`src/tivs_pkg.sv`:
```
`timescale 1ns / 1ps
// ----------------------------------------------------------------------------
// tivs_pkg
// Types and constants shared by the timed ignition valve sequencer.
// ----------------------------------------------------------------------------
package tivs_pkg;

  localparam int unsigned NumValves = 2;
  localparam int unsigned AngleW    = 8;
  localparam int unsigned TimerW    = 16;
  localparam int unsigned CfgAddrW  = 2;
  localparam int unsigned CfgDataW  = 16;

  // Item codes on the request channel.
  localparam logic [1:0] CMD_TICK  = 2'd0;
  localparam logic [1:0] CMD_RADIO = 2'd1;
  localparam logic [1:0] CMD_LINK  = 2'd2;

  // Configuration register indexes.
  localparam logic [CfgAddrW-1:0] REG_IGN_DELAY  = 2'd0;
  localparam logic [CfgAddrW-1:0] REG_BURN_TIME  = 2'd1;
  localparam logic [CfgAddrW-1:0] REG_SLEW_PER   = 2'd2;
  localparam logic [CfgAddrW-1:0] REG_MAX_ANGLE  = 2'd3;

  // Reset values.
  localparam logic [TimerW-1:0] IGN_DELAY_RST = 16'd1000;
  localparam logic [TimerW-1:0] BURN_TIME_RST = 16'd15000;
  localparam logic [7:0]        SLEW_PER_RST  = 8'd25;
  localparam logic [AngleW-1:0] MAX_ANGLE_RST = 8'd180;
  localparam logic [AngleW-1:0] ANGLE_RST     = 8'd180;

  typedef enum logic [2:0] {
    PH_IDLE     = 3'd0,
    PH_IGN_ON   = 3'd1,
    PH_OPENING  = 3'd2,
    PH_WAITING  = 3'd3,
    PH_CLOSING  = 3'd4,
    PH_COMPLETE = 3'd5
  } phase_e;

  typedef struct packed {
    logic [1:0]  cmd;
    logic        ready_req;
    logic        ignite;
    logic        valve1_request;
    logic        valve2_request;
    logic        halt;
    logic [15:0] angle1;
    logic [15:0] angle2;
    logic        link_ok;
  } in_t;

  typedef struct packed {
    logic        ignition_out;
    logic        power_out;
    logic [7:0]  valve1_position;
    logic [7:0]  valve2_position;
    logic        valve1_open;
    logic        valve2_open;
    logic        fired;
    logic        ready_status;
    logic        halt_status;
    logic [2:0]  phase;
  } out_t;

endpackage

```
`src/timed_ignition_valve_sequencer.sv`:
```
`timescale 1ns / 1ps
// ----------------------------------------------------------------------------
// timed_ignition_valve_sequencer
// Ignition and two-valve burn sequencer driven by tick, radio command and
// link-status requests, with a plain configuration write port.
// ----------------------------------------------------------------------------
//  Channel   Direction  Handshake                 Payload
//  in        input      in_valid_i / in_stall_o   tivs_pkg::in_t
//  out       output     out_valid_o / out_stall_i tivs_pkg::out_t
//  cfg       input      cfg_we_i                  cfg_addr_i, cfg_wdata_i
//
// One request is taken per cycle when not stalled; its result is registered
// and appears in the next cycle. All state updates in a single pass of
// compare-and-count logic. The request side stalls only while a result
// waits and out_stall_i is high. Reset is asynchronous and returns every
// register but out_q to its documented value; no clearing pass is needed.
// ----------------------------------------------------------------------------
module timed_ignition_valve_sequencer (
  input  logic                               clk_i,
  input  logic                               rst_ni,
  input  logic                               in_valid_i,
  output logic                               in_stall_o,
  input  tivs_pkg::in_t                      in_data_i,
  output logic                               out_valid_o,
  input  logic                               out_stall_i,
  output tivs_pkg::out_t                     out_data_o,
  input  logic                               cfg_we_i,
  input  logic [tivs_pkg::CfgAddrW-1:0]      cfg_addr_i,
  input  logic [tivs_pkg::CfgDataW-1:0]      cfg_wdata_i
);

  localparam int unsigned NV = tivs_pkg::NumValves;
  localparam int unsigned AW = tivs_pkg::AngleW;
  localparam int unsigned TW = tivs_pkg::TimerW;

  // Configuration registers.
  logic [TW-1:0] ign_delay_q, burn_time_q;
  logic [7:0]    slew_per_q;
  logic [AW-1:0] max_angle_q;

  // Sequencer state.
  tivs_pkg::phase_e phase_q, phase_d;
  logic [TW-1:0]    timer_q, timer_d;
  logic             link_q, link_d;
  logic [4:0]       flags_q, flags_d;
  logic             fired_q, fired_d;
  logic             ign_q, ign_d;
  logic [AW-1:0]    angle_q [NV];
  logic [AW-1:0]    angle_d [NV];
  logic [AW-1:0]    pos_q   [NV];
  logic [AW-1:0]    pos_d   [NV];
  logic [AW-1:0]    tgt_q   [NV];
  logic [AW-1:0]    tgt_d   [NV];
  logic [7:0]       div_q   [NV];
  logic [7:0]       div_d   [NV];

  logic           out_valid_q;
  tivs_pkg::out_t out_q, out_d;
  logic           accept;

  assign in_stall_o  = out_valid_q && out_stall_i;
  assign accept      = in_valid_i && !in_stall_o;
  assign out_valid_o = out_valid_q;
  assign out_data_o  = out_q;

  always_ff @(posedge clk_i or negedge rst_ni) begin
    if (!rst_ni) begin
      ign_delay_q <= tivs_pkg::IGN_DELAY_RST;
      burn_time_q <= tivs_pkg::BURN_TIME_RST;
      slew_per_q  <= tivs_pkg::SLEW_PER_RST;
      max_angle_q <= tivs_pkg::MAX_ANGLE_RST;
    end else if (cfg_we_i) begin
      unique case (cfg_addr_i)
        tivs_pkg::REG_IGN_DELAY: ign_delay_q <= cfg_wdata_i;
        tivs_pkg::REG_BURN_TIME: burn_time_q <= cfg_wdata_i;
        tivs_pkg::REG_SLEW_PER:  slew_per_q  <= cfg_wdata_i[7:0];
        tivs_pkg::REG_MAX_ANGLE: max_angle_q <= cfg_wdata_i[AW-1:0];
        default: ;
      endcase
    end
  end

  // Next state and result for the request at the input.
  always_comb begin
    logic [7:0]    period;
    logic [7:0]    div_inc;
    logic [4:0]    now;
    logic [4:0]    rise;
    logic [15:0]   raw [NV];
    logic [TW-1:0] timer_inc;
    logic          manual;

    phase_d = phase_q;
    timer_d = timer_q;
    link_d  = link_q;
    flags_d = flags_q;
    fired_d = fired_q;
    ign_d   = ign_q;
    angle_d = angle_q;
    pos_d   = pos_q;
    tgt_d   = tgt_q;
    div_d   = div_q;
    manual  = 1'b0;
    div_inc = '0;

    period    = (slew_per_q == 8'd0) ? 8'd1 : slew_per_q;
    timer_inc = (timer_q == {TW{1'b1}}) ? timer_q : timer_q + TW'(1);
    now  = {in_data_i.halt, in_data_i.valve2_request, in_data_i.valve1_request,
            in_data_i.ignite, in_data_i.ready_req};
    rise = now & ~flags_q;
    raw[0] = in_data_i.angle1;
    raw[1] = in_data_i.angle2;

    case (in_data_i.cmd)
      tivs_pkg::CMD_TICK: begin
        for (int v = 0; v < NV; v++) begin
          if (pos_q[v] == tgt_q[v]) begin
            div_d[v] = '0;
          end else begin
            div_inc = div_q[v] + 8'd1;
            if (div_inc >= period) begin
              div_d[v] = '0;
              pos_d[v] = (pos_q[v] < tgt_q[v]) ? pos_q[v] + AW'(1) : pos_q[v] - AW'(1);
            end else begin
              div_d[v] = div_inc;
            end
          end
        end
        unique case (phase_q)
          tivs_pkg::PH_IGN_ON: begin
            timer_d = timer_inc;
            if (timer_inc >= ign_delay_q) begin
              for (int v = 0; v < NV; v++) begin
                tgt_d[v] = (angle_q[v] > max_angle_q) ? max_angle_q : angle_q[v];
              end
              phase_d = tivs_pkg::PH_OPENING;
            end
          end
          tivs_pkg::PH_OPENING: begin
            if (pos_d[0] == tgt_q[0] && pos_d[1] == tgt_q[1]) begin
              phase_d = tivs_pkg::PH_WAITING;
              timer_d = '0;
            end
          end
          tivs_pkg::PH_WAITING: begin
            timer_d = timer_inc;
            if (timer_inc >= burn_time_q) begin
              tgt_d[0] = '0;
              tgt_d[1] = '0;
              phase_d  = tivs_pkg::PH_CLOSING;
            end
          end
          tivs_pkg::PH_CLOSING: begin
            if (pos_d[0] == '0 && pos_d[1] == '0) begin
              phase_d = tivs_pkg::PH_COMPLETE;
            end
          end
          tivs_pkg::PH_COMPLETE: begin
            ign_d   = 1'b0;
            phase_d = tivs_pkg::PH_IDLE;
          end
          default: phase_d = tivs_pkg::PH_IDLE;
        endcase
      end
      tivs_pkg::CMD_RADIO: begin
        flags_d = now;
        for (int v = 0; v < NV; v++) begin
          angle_d[v] = (raw[v] > {{(16-AW){1'b0}}, max_angle_q}) ? max_angle_q
                                                                 : raw[v][AW-1:0];
        end
        if (link_q) begin
          if (rise[1] && now[0] && phase_q == tivs_pkg::PH_IDLE) begin
            fired_d = 1'b1;
            ign_d   = 1'b1;
            phase_d = tivs_pkg::PH_IGN_ON;
            timer_d = '0;
          end
          for (int v = 0; v < NV; v++) begin
            if (rise[2+v]) begin
              manual   = 1'b1;
              tgt_d[v] = (tgt_q[v] != '0) ? '0 : angle_d[v];
            end
          end
          // A manual valve edge during a running sequence aborts it.
          if (manual && phase_d != tivs_pkg::PH_IDLE) begin
            phase_d  = tivs_pkg::PH_IDLE;
            timer_d  = '0;
            fired_d  = 1'b0;
            ign_d    = 1'b0;
            tgt_d[0] = '0;
            tgt_d[1] = '0;
          end
        end
      end
      tivs_pkg::CMD_LINK: link_d = in_data_i.link_ok;
      default: ;
    endcase

    out_d.ignition_out    = ign_d;
    out_d.power_out       = link_d || fired_d || (phase_d != tivs_pkg::PH_IDLE);
    out_d.valve1_position = pos_d[0];
    out_d.valve2_position = pos_d[1];
    out_d.valve1_open     = (tgt_d[0] != '0);
    out_d.valve2_open     = (tgt_d[1] != '0);
    out_d.fired           = fired_d;
    out_d.ready_status    = flags_d[0];
    out_d.halt_status     = flags_d[4];
    out_d.phase           = phase_d;
  end

  always_ff @(posedge clk_i or negedge rst_ni) begin
    if (!rst_ni) begin
      phase_q <= tivs_pkg::PH_IDLE;
      timer_q <= '0;
      link_q  <= 1'b0;
      flags_q <= '0;
      fired_q <= 1'b0;
      ign_q   <= 1'b0;
      for (int v = 0; v < NV; v++) begin
        angle_q[v] <= tivs_pkg::ANGLE_RST;
        pos_q[v]   <= '0;
        tgt_q[v]   <= '0;
        div_q[v]   <= '0;
      end
    end else if (accept) begin
      phase_q <= phase_d;
      timer_q <= timer_d;
      link_q  <= link_d;
      flags_q <= flags_d;
      fired_q <= fired_d;
      ign_q   <= ign_d;
      angle_q <= angle_d;
      pos_q   <= pos_d;
      tgt_q   <= tgt_d;
      div_q   <= div_d;
    end
  end

  always_ff @(posedge clk_i or negedge rst_ni) begin
    if (!rst_ni) begin
      out_valid_q <= 1'b0;
    end else if (accept) begin
      out_valid_q <= 1'b1;
    end else if (!out_stall_i) begin
      out_valid_q <= 1'b0;
    end
  end

  always_ff @(posedge clk_i) begin
    if (accept) begin
      out_q <= out_d;
    end
  end

  // Every accepted request yields a result in the next cycle.
  a_result_follows: assert property (@(posedge clk_i) disable iff (!rst_ni)
    accept |=> out_valid_o)
    else $error("accepted request produced no result");

  // The ignition line is only driven while a sequence is in progress.
  a_ign_in_sequence: assert property (@(posedge clk_i) disable iff (!rst_ni)
    ign_q |-> (phase_q != tivs_pkg::PH_IDLE))
    else $error("ignition driven while idle");

  // A running sequence always has the fired latch set.
  a_fired_running: assert property (@(posedge clk_i) disable iff (!rst_ni)
    (phase_q != tivs_pkg::PH_IDLE) |-> fired_q)
    else $error("sequence running without fired latch");

  // A reported result agrees with the ignition and phase relation.
  a_result_ign: assert property (@(posedge clk_i) disable iff (!rst_ni)
    (out_valid_o && out_data_o.ignition_out) |-> (out_data_o.phase != tivs_pkg::PH_IDLE))
    else $error("result shows ignition in idle phase");

endmodule
```
`config.mk`:
```
export PLATFORM = sky130hd
export DESIGN_NAME = timed_ignition_valve_sequencer
export DESIGN_NICKNAME = d
export VERILOG_FILES = /design/src/tivs_pkg.sv /design/src/timed_ignition_valve_sequencer.sv
export SDC_FILE = /design/constraint.sdc
export NUM_CORES = 1
export LEC_CHECK = 0
export ABC_CLOCK_PERIOD_IN_PS = 10500
export BUFFER_PORTS_ARGS = -buffer_cell sky130_fd_sc_hd__buf_2
export CAP_MARGIN = 20
export CORE_MARGIN = 8
export CORE_UTILIZATION = 55
export DETAILED_ROUTE_END_ITERATION = 8
export PLACE_DENSITY = 0.84
export RECOVER_POWER = 50
export SYNTH_ARGS = -nofsm -noshare
export SYNTH_HDL_FRONTEND = slang
export SYNTH_SLANG_ARGS = --single-unit
```
`constraint.sdc`:
```
create_clock -name clk_i -period 10.5 [get_ports clk_i]
set_clock_uncertainty 0.1 [all_clocks]
set_input_delay 0.525 -clock clk_i [delete_from_list [all_inputs] [get_ports clk_i]]
set_output_delay 0.525 -clock clk_i [all_outputs]
set_load 0.02 [all_outputs]
```
==> results of run 1 <==
[per-stage QoR]
stage / util (%) / hold slack, ns
after floorplan: - / 0.1294
after global placement: 59.44 / 0.3715
after detailed placement: 59.46 / 0.3799
after CTS: 62.67 / 0.1987
after global routing: 62.51 / 0.2100
final: 62.51 / 0.2088
[critical path, cell delays in order, from the launching register on]
cell and delay [ns]:
sky130_fd_sc_hd__dfrtp_1 0.43, sky130_fd_sc_hd__and3_1 0.26, sky130_fd_sc_hd__nand3_1 0.18, sky130_fd_sc_hd__nor4_1 0.74, sky130_fd_sc_hd__nor2_1 0.18, sky130_fd_sc_hd__nand2_1 0.23, sky130_fd_sc_hd__nor2_1 0.09, sky130_fd_sc_hd__xor2_1 0.25
sky130_fd_sc_hd__ha_1 0.31, sky130_fd_sc_hd__a21oi_1 0.16, sky130_fd_sc_hd__nor2_1 0.06, sky130_fd_sc_hd__a211oi_1 0.28, sky130_fd_sc_hd__o2111ai_1 0.19, sky130_fd_sc_hd__a21oi_1 0.34, sky130_fd_sc_hd__or4_1 0.50, sky130_fd_sc_hd__o22ai_1 0.24
sky130_fd_sc_hd__nor4_1 0.27, sky130_fd_sc_hd__nor2_1 0.06, sky130_fd_sc_hd__or4_1 0.47
[kinds of logic after synthesis]
logic type	after synthesis
AO/OA/AOI/OAI	303
XOR/XNOR	54
adder cells (fa/ha/maj)	117
buffers and inverters	129
flip-flops	166
multiplexers	68
AND/OR/NAND/NOR	389
[timing repair]
item,4_1_cts,5_1_grt
hold endpoints to repair,7,0
setup buffers,0,0
hold buffers,1,0
[report_power, final]
part	internal, mW	total [mW]	switching (mW)	leakage (nW)
registers	0.808	0.960	0.152	1.99
logic	0.562	1.39	0.823	3.41
clock network	0.393	0.674	0.281	0.316
total	1.76	3.02	1.26	5.72
[state kept, by name, indices dropped and copies added (netlist names)]
name and flops:
ign_delay_q 16, ign_q 1, out_data_o 26, angle_q 16
burn_time_q 16, phase_q 3, fired_q 1, out_valid_o 1
link_q 1, tgt_q 16, slew_per_q 8, flags_q 5
pos_q 16, div_q 16, max_angle_q 8, timer_q 16
[Yosys cell counts, types with 10 or more instances]
library cell	instances	area, um^2
sky130_fd_sc_hd__a21o_1	17	127.6
sky130_fd_sc_hd__a21oi_1	71	355.3
sky130_fd_sc_hd__a22o_1	17	148.9
sky130_fd_sc_hd__and3_1	10	62.56
sky130_fd_sc_hd__clkbuf_1	32	120.1
sky130_fd_sc_hd__dfrtp_1	112	2803
sky130_fd_sc_hd__dfstp_2	28	735.7
sky130_fd_sc_hd__edfxtp_1	26	780.8
sky130_fd_sc_hd__ha_1	115	1439
sky130_fd_sc_hd__inv_1	93	349.1
sky130_fd_sc_hd__mux2_2	47	529.3
sky130_fd_sc_hd__mux2i_1	21	210.2
sky130_fd_sc_hd__nand2_1	132	495.5
sky130_fd_sc_hd__nand2b_1	19	118.9
sky130_fd_sc_hd__nand3_1	36	180.2
sky130_fd_sc_hd__nand4_1	23	143.9
sky130_fd_sc_hd__nor2_1	67	251.5
sky130_fd_sc_hd__nor2b_1	16	100.1
sky130_fd_sc_hd__nor3_1	20	100.1
sky130_fd_sc_hd__nor4_1	18	112.6
sky130_fd_sc_hd__o21ai_0	97	485.5
sky130_fd_sc_hd__o22ai_1	20	125.1
sky130_fd_sc_hd__or3_1	10	62.56
sky130_fd_sc_hd__xnor2_1	30	262.8
sky130_fd_sc_hd__xor2_1	24	210.2
[worst paths after layout]
path	startpoint	slack (ns)	cells after the start	endpoint
max reg2reg	timer_q[4]	4.88	18	out_data_o[6]
min reg2reg	ign_q	0.40	2	ign_q
max	timer_q[4]	4.88	18	out_data_o[6]
min in group asynchronous	rst_ni	1.74	2	burn_time_q[10]
min	cfg_wdata_i[14]	0.21	3	ign_delay_q[14]
max in group asynchronous	rst_ni	6.14	3	pos_q[0]
[layout make-up]
class	count	area, um^2	share of cell area, %
Clock inverter	12	151.4	1.193
Multi-Input combinational cell	931	6568	51.75
Tap cell	270	337.8	2.662
Inverter	93	349.1	2.751
Timing Repair Buffer	97	475.5	3.747
Clock buffer	20	489.2	3.855
Sequential cell	166	4319	34.04
[per-layer routing]
layer	part of all wire, %	vias to the layer above	wire (um)	track usage, %
met1	45	4721	13010	30.09
met2	46	409	13350	35.67
met5	0	-	0	0
met3	7.0	68	2030	4.961
li1	-	4611	-	-
met4	2.5	0	719	7.434
==> flow_summary_export.csv, run 1 <==
group,metric,value,unit
global_route,vias_in_the_first_global_route,9655,
clock_network,ctsResizeCount,0,
synth,synth_edf_count,26,
cells_and_area,fin_cells,1589,
cells_and_area,diodes,0,
worst_setup_path,worst_ep_required_time,10.56,ns
pwr,power_density,238.0,nW/um^2
floorplanning,io_pins,91,
route,avgRoutedWirePerCell,18.32,um
min_path,worst_hold_class,"in2reg",
run_status,violations,"max-capacitance violations, max-slew violations",
clock_network,tritoncts_clock_tree,"done",
floorplanning,dieWidth,159.9,um
global_route,grt_antenna_before_repair,0,
sta,final-max-slew-violation-count,114,
sta,max_slew_margin,-135.0,%
cells_and_area,fin_nets,1486,
placement,count_of_buffers_inserted_at_the_top_level_ports,90,
placement,dp_worst_setup_slack,5.060,ns
synth,mappedNetlistArea,11380,um^2
route,totalWireLength,29110,um
synth,synth-adder-area-share,12.99,%
sta,finalHoldViolCount,0,
global_route,grt_overflow,0,
clock_network,clk_pin_slew,0.07,ns
floorplanning,rows,52,
route,initialDrtViolationCount,810,
clock_network,ctsLongestPathBuffers,2,
route,first_pass_iters,6,
global_route,grt_pass1_wl,47850,um
clock_network,cts_root_buffer,"sky130_fd_sc_hd__clkbuf_16",
clock_network,number_of_sinks_driven_by_the_clock_tree,166,
synth,synth.distinct_cells,74,
cells_and_area,leading_cell_types_in_the_layout_fill_and_taps_excluded,"132 x sky130_fd_sc_hd__nand2_1, 115 x sky130_fd_sc_hd__ha_1, 112 x sky130_fd_sc_hd__dfrtp_1",
worst_setup_path,crit_type,"reg2reg",
synth,synthFlopType,"sky130_fd_sc_hd__dfrtp_1",
cells_and_area,post_route_cells_drive_above_1_share,14.10,%
placement,gp_congestion,0.9608,
synth,synth_top_family_by_area,"compound AO/OA/AOI/OAI gates",
pwr,total_power,3.020,mW
global_route,grt_start_max_net_pins,76,
worst_setup_path,worstSetupEndpointType,"flop",
sta,post-route-worst-setup-slack,4.883,ns
global_route,track_usage,22.51,%
sta,setup_violations,0,
cells_and_area,final_std_cell_area_no_fill,12690,um^2
route,vias,9809,
synth,async_flop_share,84.34,%
pwr,vdd_drop_max,122.5,uV
synth,synth_seq_cells,166,
floorplanning,initial_utilization,56.08,%
cells_and_area,layout-area-overhead-vs-synth,11.48,%
synth,synth.area.mux_share,6.496,%
floorplanning,chipHeight,159.9,um
worst_setup_path,cp_max_fo,15,
synth,synth_compound_area_share,17.21,%
sta,clock.fmax,178.0,MHz
run_status,outcome,"complete, but fails checks",
synth,synthSimpleGateAreaFrac,16.84,%
route,ant_nets,0,
worst_setup_path,cp.arrival,5.68,ns
cells_and_area,final_common_cell,"sky130_fd_sc_hd__nand2_1",
placement,post-place-cells,1555,
pwr,total_leakage_power,5.720,nW
synth,synth_xor_xnor_area_share,4.155,%
cells_and_area,fillerInstances,1684,
run,drv_cap,2,
sta,fin_crit_sh,53.49,%
clock_network,cts-htree-levels,4,
placement,post_dp_cell_area,12070,um^2
clock_network,clk-insertion-delay-late,0.43,ns
synth,synth_area_per_cell,9.285,um^2
placement,detailedPlacementHpwl,21640,um
sta,unrepaired_setup_endpoints_after_global_routing,"false",
synth,seq_area_frac_synth,37.94,%
route,drt-vias-per-instance,6.173,
synth,yosys_warnings,0,
clock_network,tritoncts.num_buffers,17,
floorplanning,fp.dieArea,25560,um^2
synth,synth.net_count,1406,
sta,timing.setup.tns,0,ns
route,remaining_drc_errors,0,
sta,worst_pin_slew,3.524,ns
worst_setup_path,worst_setup_path_start_kind,"flop",
sta,timing.final.crit_period,5.617,ns
floorplanning,core,20300,um^2
synth,syn_inst,1226,
Note: power is estimated with default switching activity, not from simulation.
==> inputs of run 2 (changes only) <==
--- a/config.mk
+++ b/config.mk
@@ -5,13 +5,13 @@
 export SDC_FILE = /design/constraint.sdc
 export NUM_CORES = 1
 export LEC_CHECK = 0
-export ABC_CLOCK_PERIOD_IN_PS = 10500
+export ABC_CLOCK_PERIOD_IN_PS = 4770
 export BUFFER_PORTS_ARGS = -buffer_cell sky130_fd_sc_hd__buf_2
 export CAP_MARGIN = 20
 export CORE_MARGIN = 8
 export CORE_UTILIZATION = 55
 export DETAILED_ROUTE_END_ITERATION = 8
-export PLACE_DENSITY = 0.84
+export PLACE_DENSITY = 0.87
 export RECOVER_POWER = 50
 export SYNTH_ARGS = -nofsm -noshare
 export SYNTH_HDL_FRONTEND = slang
==> constraint.sdc (replaced) <==
create_clock -name clk_i -period 4.77 [get_ports clk_i]
set_clock_uncertainty 0.1 [all_clocks]
set_input_delay 0.2385 -clock clk_i [delete_from_list [all_inputs] [get_ports clk_i]]
set_output_delay 0.2385 -clock clk_i [all_outputs]
set_load 0.02 [all_outputs]
==> flow_summary_export.csv, run 2 (synthesis results as in run 1) <==
group,metric,value,unit
worst_setup_path,timing.critical_path.buf_inv,0,
pwr,swShare,43.15,%
sta,max_slew_margin,-74.08,%
worst_setup_path,worstSetupEndpointType,"flop",
route,totalWireLength,30810,um
worst_setup_path,crit_type,"reg2reg",
sta,hold-worst-slack,0.01333,ns
min_path,min-delay-start,"cfg_wdata_i[0]",
clock_network,tritoncts.num_buffers,17,
clock_network,ctsLongestPathBuffers,2,
worst_setup_path,worst_setup_path_start_kind,"flop",
pwr,power.share.sequential,29.3,%
pwr,total_leakage_power,6.013,nW
pwr,p_clk_share,20.3,%
floorplanning,initial_utilization,56.08,%
sta,clock.fmax,206.2,MHz
cells_and_area,leading_cell_types_in_the_layout_fill_and_taps_excluded,"132 x sky130_fd_sc_hd__nand2_1, 115 x sky130_fd_sc_hd__ha_1, 112 x sky130_fd_sc_hd__dfrtp_1",
clock_network,cts-htree-levels,4,
sta,post-route-worst-setup-slack,-0.07989,ns
clock_network,tritoncts_clock_tree,"done",
worst_setup_path,ff2ff_path_depth,18,
worst_setup_path,regToRegEndpoint,"out_data_o[6]",
pwr,power_frac_comb,50.3,%
global_route,grt_antenna_before_repair,0,
run_status,violations,"max-capacitance violations, max-slew violations, negative setup slack",
sta,worst_pin_slew,2.611,ns
floorplanning,fp.dieArea,25560,um^2
min_path,worst_hold_class,"in2reg",
placement,gp_congestion,0.9529,
sta,unrepaired_setup_endpoints_after_global_routing,"true",
global_route,grt_overflow,0,
cells_and_area,post_route_cells_drive_above_1_share,17.11,%
route,first_pass_iters,5,
cells_and_area,diodes,0,
worst_setup_path,origin_of_the_critical_flop_to_flop_path,"timer_q[4]",
route,remaining_drc_errors,0,
pwr,power_density,518.5,nW/um^2
pwr,p_sw,2.973,mW
floorplanning,chipHeight,159.9,um
cells_and_area,fillerInstances,1634,
worst_setup_path,timing.critical_path.slowest_stage_cell,"sky130_fd_sc_hd__dfrtp_1",
global_route,grt_start_max_net_pins,102,
route,initialDrtViolationCount,1002,
cells_and_area,layout-area-overhead-vs-synth,16.73,%
clock_network,clk-insertion-delay-late,0.45,ns
worst_setup_path,crit_path_max_cell_delay,0.46,ns
placement,detailedPlacementHpwl,22930,um
clock_network,clk_pin_slew,0.08,ns
worst_setup_path,crit_chain,"and3_1 > nand3_2 > nor4_2 > nor2_1 > nand2_1 > nor2_1 > xor2_1 > ha_1 > a21oi_1 > nor2_1 > a211oi_1 > o2111ai_1 > a21oi_1 > or4_4 > o22ai_1 > nor4_1 > nor2_1 > or4_1",
cells_and_area,fin_nets,1552,
floorplanning,core,20300,um^2
worst_setup_path,cp.arrival,4.93,ns
cells_and_area,util_after_layout,65.46,%
global_route,vias_in_the_first_global_route,10090,
floorplanning,io_pins,91,
worst_setup_path,critical_path_most_common_cell,"sky130_fd_sc_hd__nor2_1",
sta,setup_violations,2,
floorplanning,dieWidth,159.9,um
run_status,outcome,"complete, but fails checks",
sta,timing.final.crit_period,4.850,ns
route,ant_nets,0,
cells_and_area,final_common_cell,"sky130_fd_sc_hd__nand2_1",
clock_network,cts_root_buffer,"sky130_fd_sc_hd__clkbuf_16",
route,drt-vias-per-instance,6.152,
pwr,p_int,3.917,mW
route,avgRoutedWirePerCell,18.62,um
cells_and_area,largest_register_ff_count,26,
worst_setup_path,worst_ep_required_time,4.85,ns
worst_setup_path,reg2reg_setup_slack,-0.08,ns
sta,fin_crit_sh,101.7,%
worst_setup_path,critical-path-top-delay-family,"simple AND/OR/NAND/NOR gates",
min_path,hold_end,"max_angle_q[0]",
floorplanning,rows,52,
route,vias,10180,
run,drv_cap,1,
min_path,depth_of_the_worst_hold_timing_path,2,
sta,final-max-slew-violation-count,102,
clock_network,number_of_sinks_driven_by_the_clock_tree,166,
worst_setup_path,cp_max_fo,15,
placement,count_of_buffers_inserted_at_the_top_level_ports,90,
global_route,grt_pass1_wl,50230,um
global_route,track_usage,23.69,%
sta,finalHoldViolCount,0,
pwr,vdd_drop_max,305.6,uV
-- run 2: changes by cell type in the layout (fill, tap and decap cells not counted), sizes merged --
cell,previous run,this run
buf,62,97
bufinv,2,0
clkbuf,54,59
clkinv,4,9
dlygate4sd3,1,24
-- run 2: repair_timing --
action                     CTS  global route
setup endpoints to repair    2            22
gates cloned                 0             0
hold buffers                24             0
pin swaps                    0             5
hold endpoints to repair   124             0
resized for setup            2            16
setup buffers                0             2
-- run 2: worst register-to-register path: stages, from the launching register on --
cell and delay (ns):
sky130_fd_sc_hd__dfrtp_1 0.46, sky130_fd_sc_hd__and3_1 0.28, sky130_fd_sc_hd__nand3_2 0.17, sky130_fd_sc_hd__nor4_2 0.35
sky130_fd_sc_hd__nor2_1 0.12, sky130_fd_sc_hd__nand2_1 0.20, sky130_fd_sc_hd__nor2_1 0.09, sky130_fd_sc_hd__xor2_1 0.19
sky130_fd_sc_hd__ha_1 0.28, sky130_fd_sc_hd__a21oi_1 0.17, sky130_fd_sc_hd__nor2_1 0.08, sky130_fd_sc_hd__a211oi_1 0.42
sky130_fd_sc_hd__o2111ai_1 0.21, sky130_fd_sc_hd__a21oi_1 0.26, sky130_fd_sc_hd__or4_4 0.26, sky130_fd_sc_hd__o22ai_1 0.15
sky130_fd_sc_hd__nor4_1 0.26, sky130_fd_sc_hd__nor2_1 0.07, sky130_fd_sc_hd__or4_1 0.46
-- run 2: power groups by stage --
stage	combinational (mW)	clock, mW	sequential, mW
global placement	3.16	0	2.02
detailed placement	3.27	0	2.03
finish	3.47	1.40	2.02
floorplan	2.27	0	2.04
global route	3.81	1.47	2.06
CTS	3.33	1.41	2.01
-- run 2: how the worst max path moves through the flow --
| stage | start | end | slack, ns | cells past startpoint |
|---|---|---|---|---|
| 6_report | timer_q[4] | out_data_o[6] | -0.08 | 18 |
| 5_1_grt | timer_q[4] | out_data_o[6] | -0.22 | 18 |
| 4_1_cts | tgt_q[6] | out_data_o[24] | 0.05 | 17 |
| 2_1_floorplan | timer_q[4] | out_data_o[6] | 0.07 | 20 |
| 3_5_place_dp | timer_q[6] | out_data_o[6] | -0.08 | 19 |
| 3_3_place_gp | timer_q[4] | out_data_o[6] | 0.13 | 18 |
-- run 2: per-layer routing --
layer | up-vias | wire (um) | global-route usage (%) | part of all wire, %
met5 | - | 0 | 0 | 0
li1 | 4766 | - | - | -
met4 | 0 | 801 | 8.199 | 2.6
met3 | 75 | 2220 | 5.527 | 7.2
met2 | 456 | 14140 | 37.47 | 46
met1 | 4884 | 13650 | 31.41 | 44
-- run 2: cell type report --
type	count	area, um^2	area share, %
Sequential cell	166	4319	32.50
Multi-Input combinational cell	931	6660	50.12
Timing Repair Buffer	163	1015	7.637
Clock inverter	15	181.4	1.365
Tap cell	270	337.8	2.542
Clock buffer	17	425.4	3.202
Inverter	93	349.1	2.627
-- run 2: metrics by stage --
| stage | setup slack [ns] | instance area, um^2 | instances | setup TNS (ns) | power (mW) |
|---|---|---|---|---|---|
| after floorplan | 0.06582 | 11380 | 1226 | 0 | 4.313 |
| after global placement | 0.1251 | 12400 | 1597 | 0 | 5.176 |
| after detailed placement | -0.07512 | 12400 | 1597 | -0.07512 | 5.304 |
| after CTS | 0.05387 | 13260 | 1653 | 0 | 6.747 |
| after global routing | -0.2224 | 13290 | 1655 | -0.5062 | 7.335 |
| final | -0.07989 | 13290 | 1655 | -0.1180 | 6.890 |
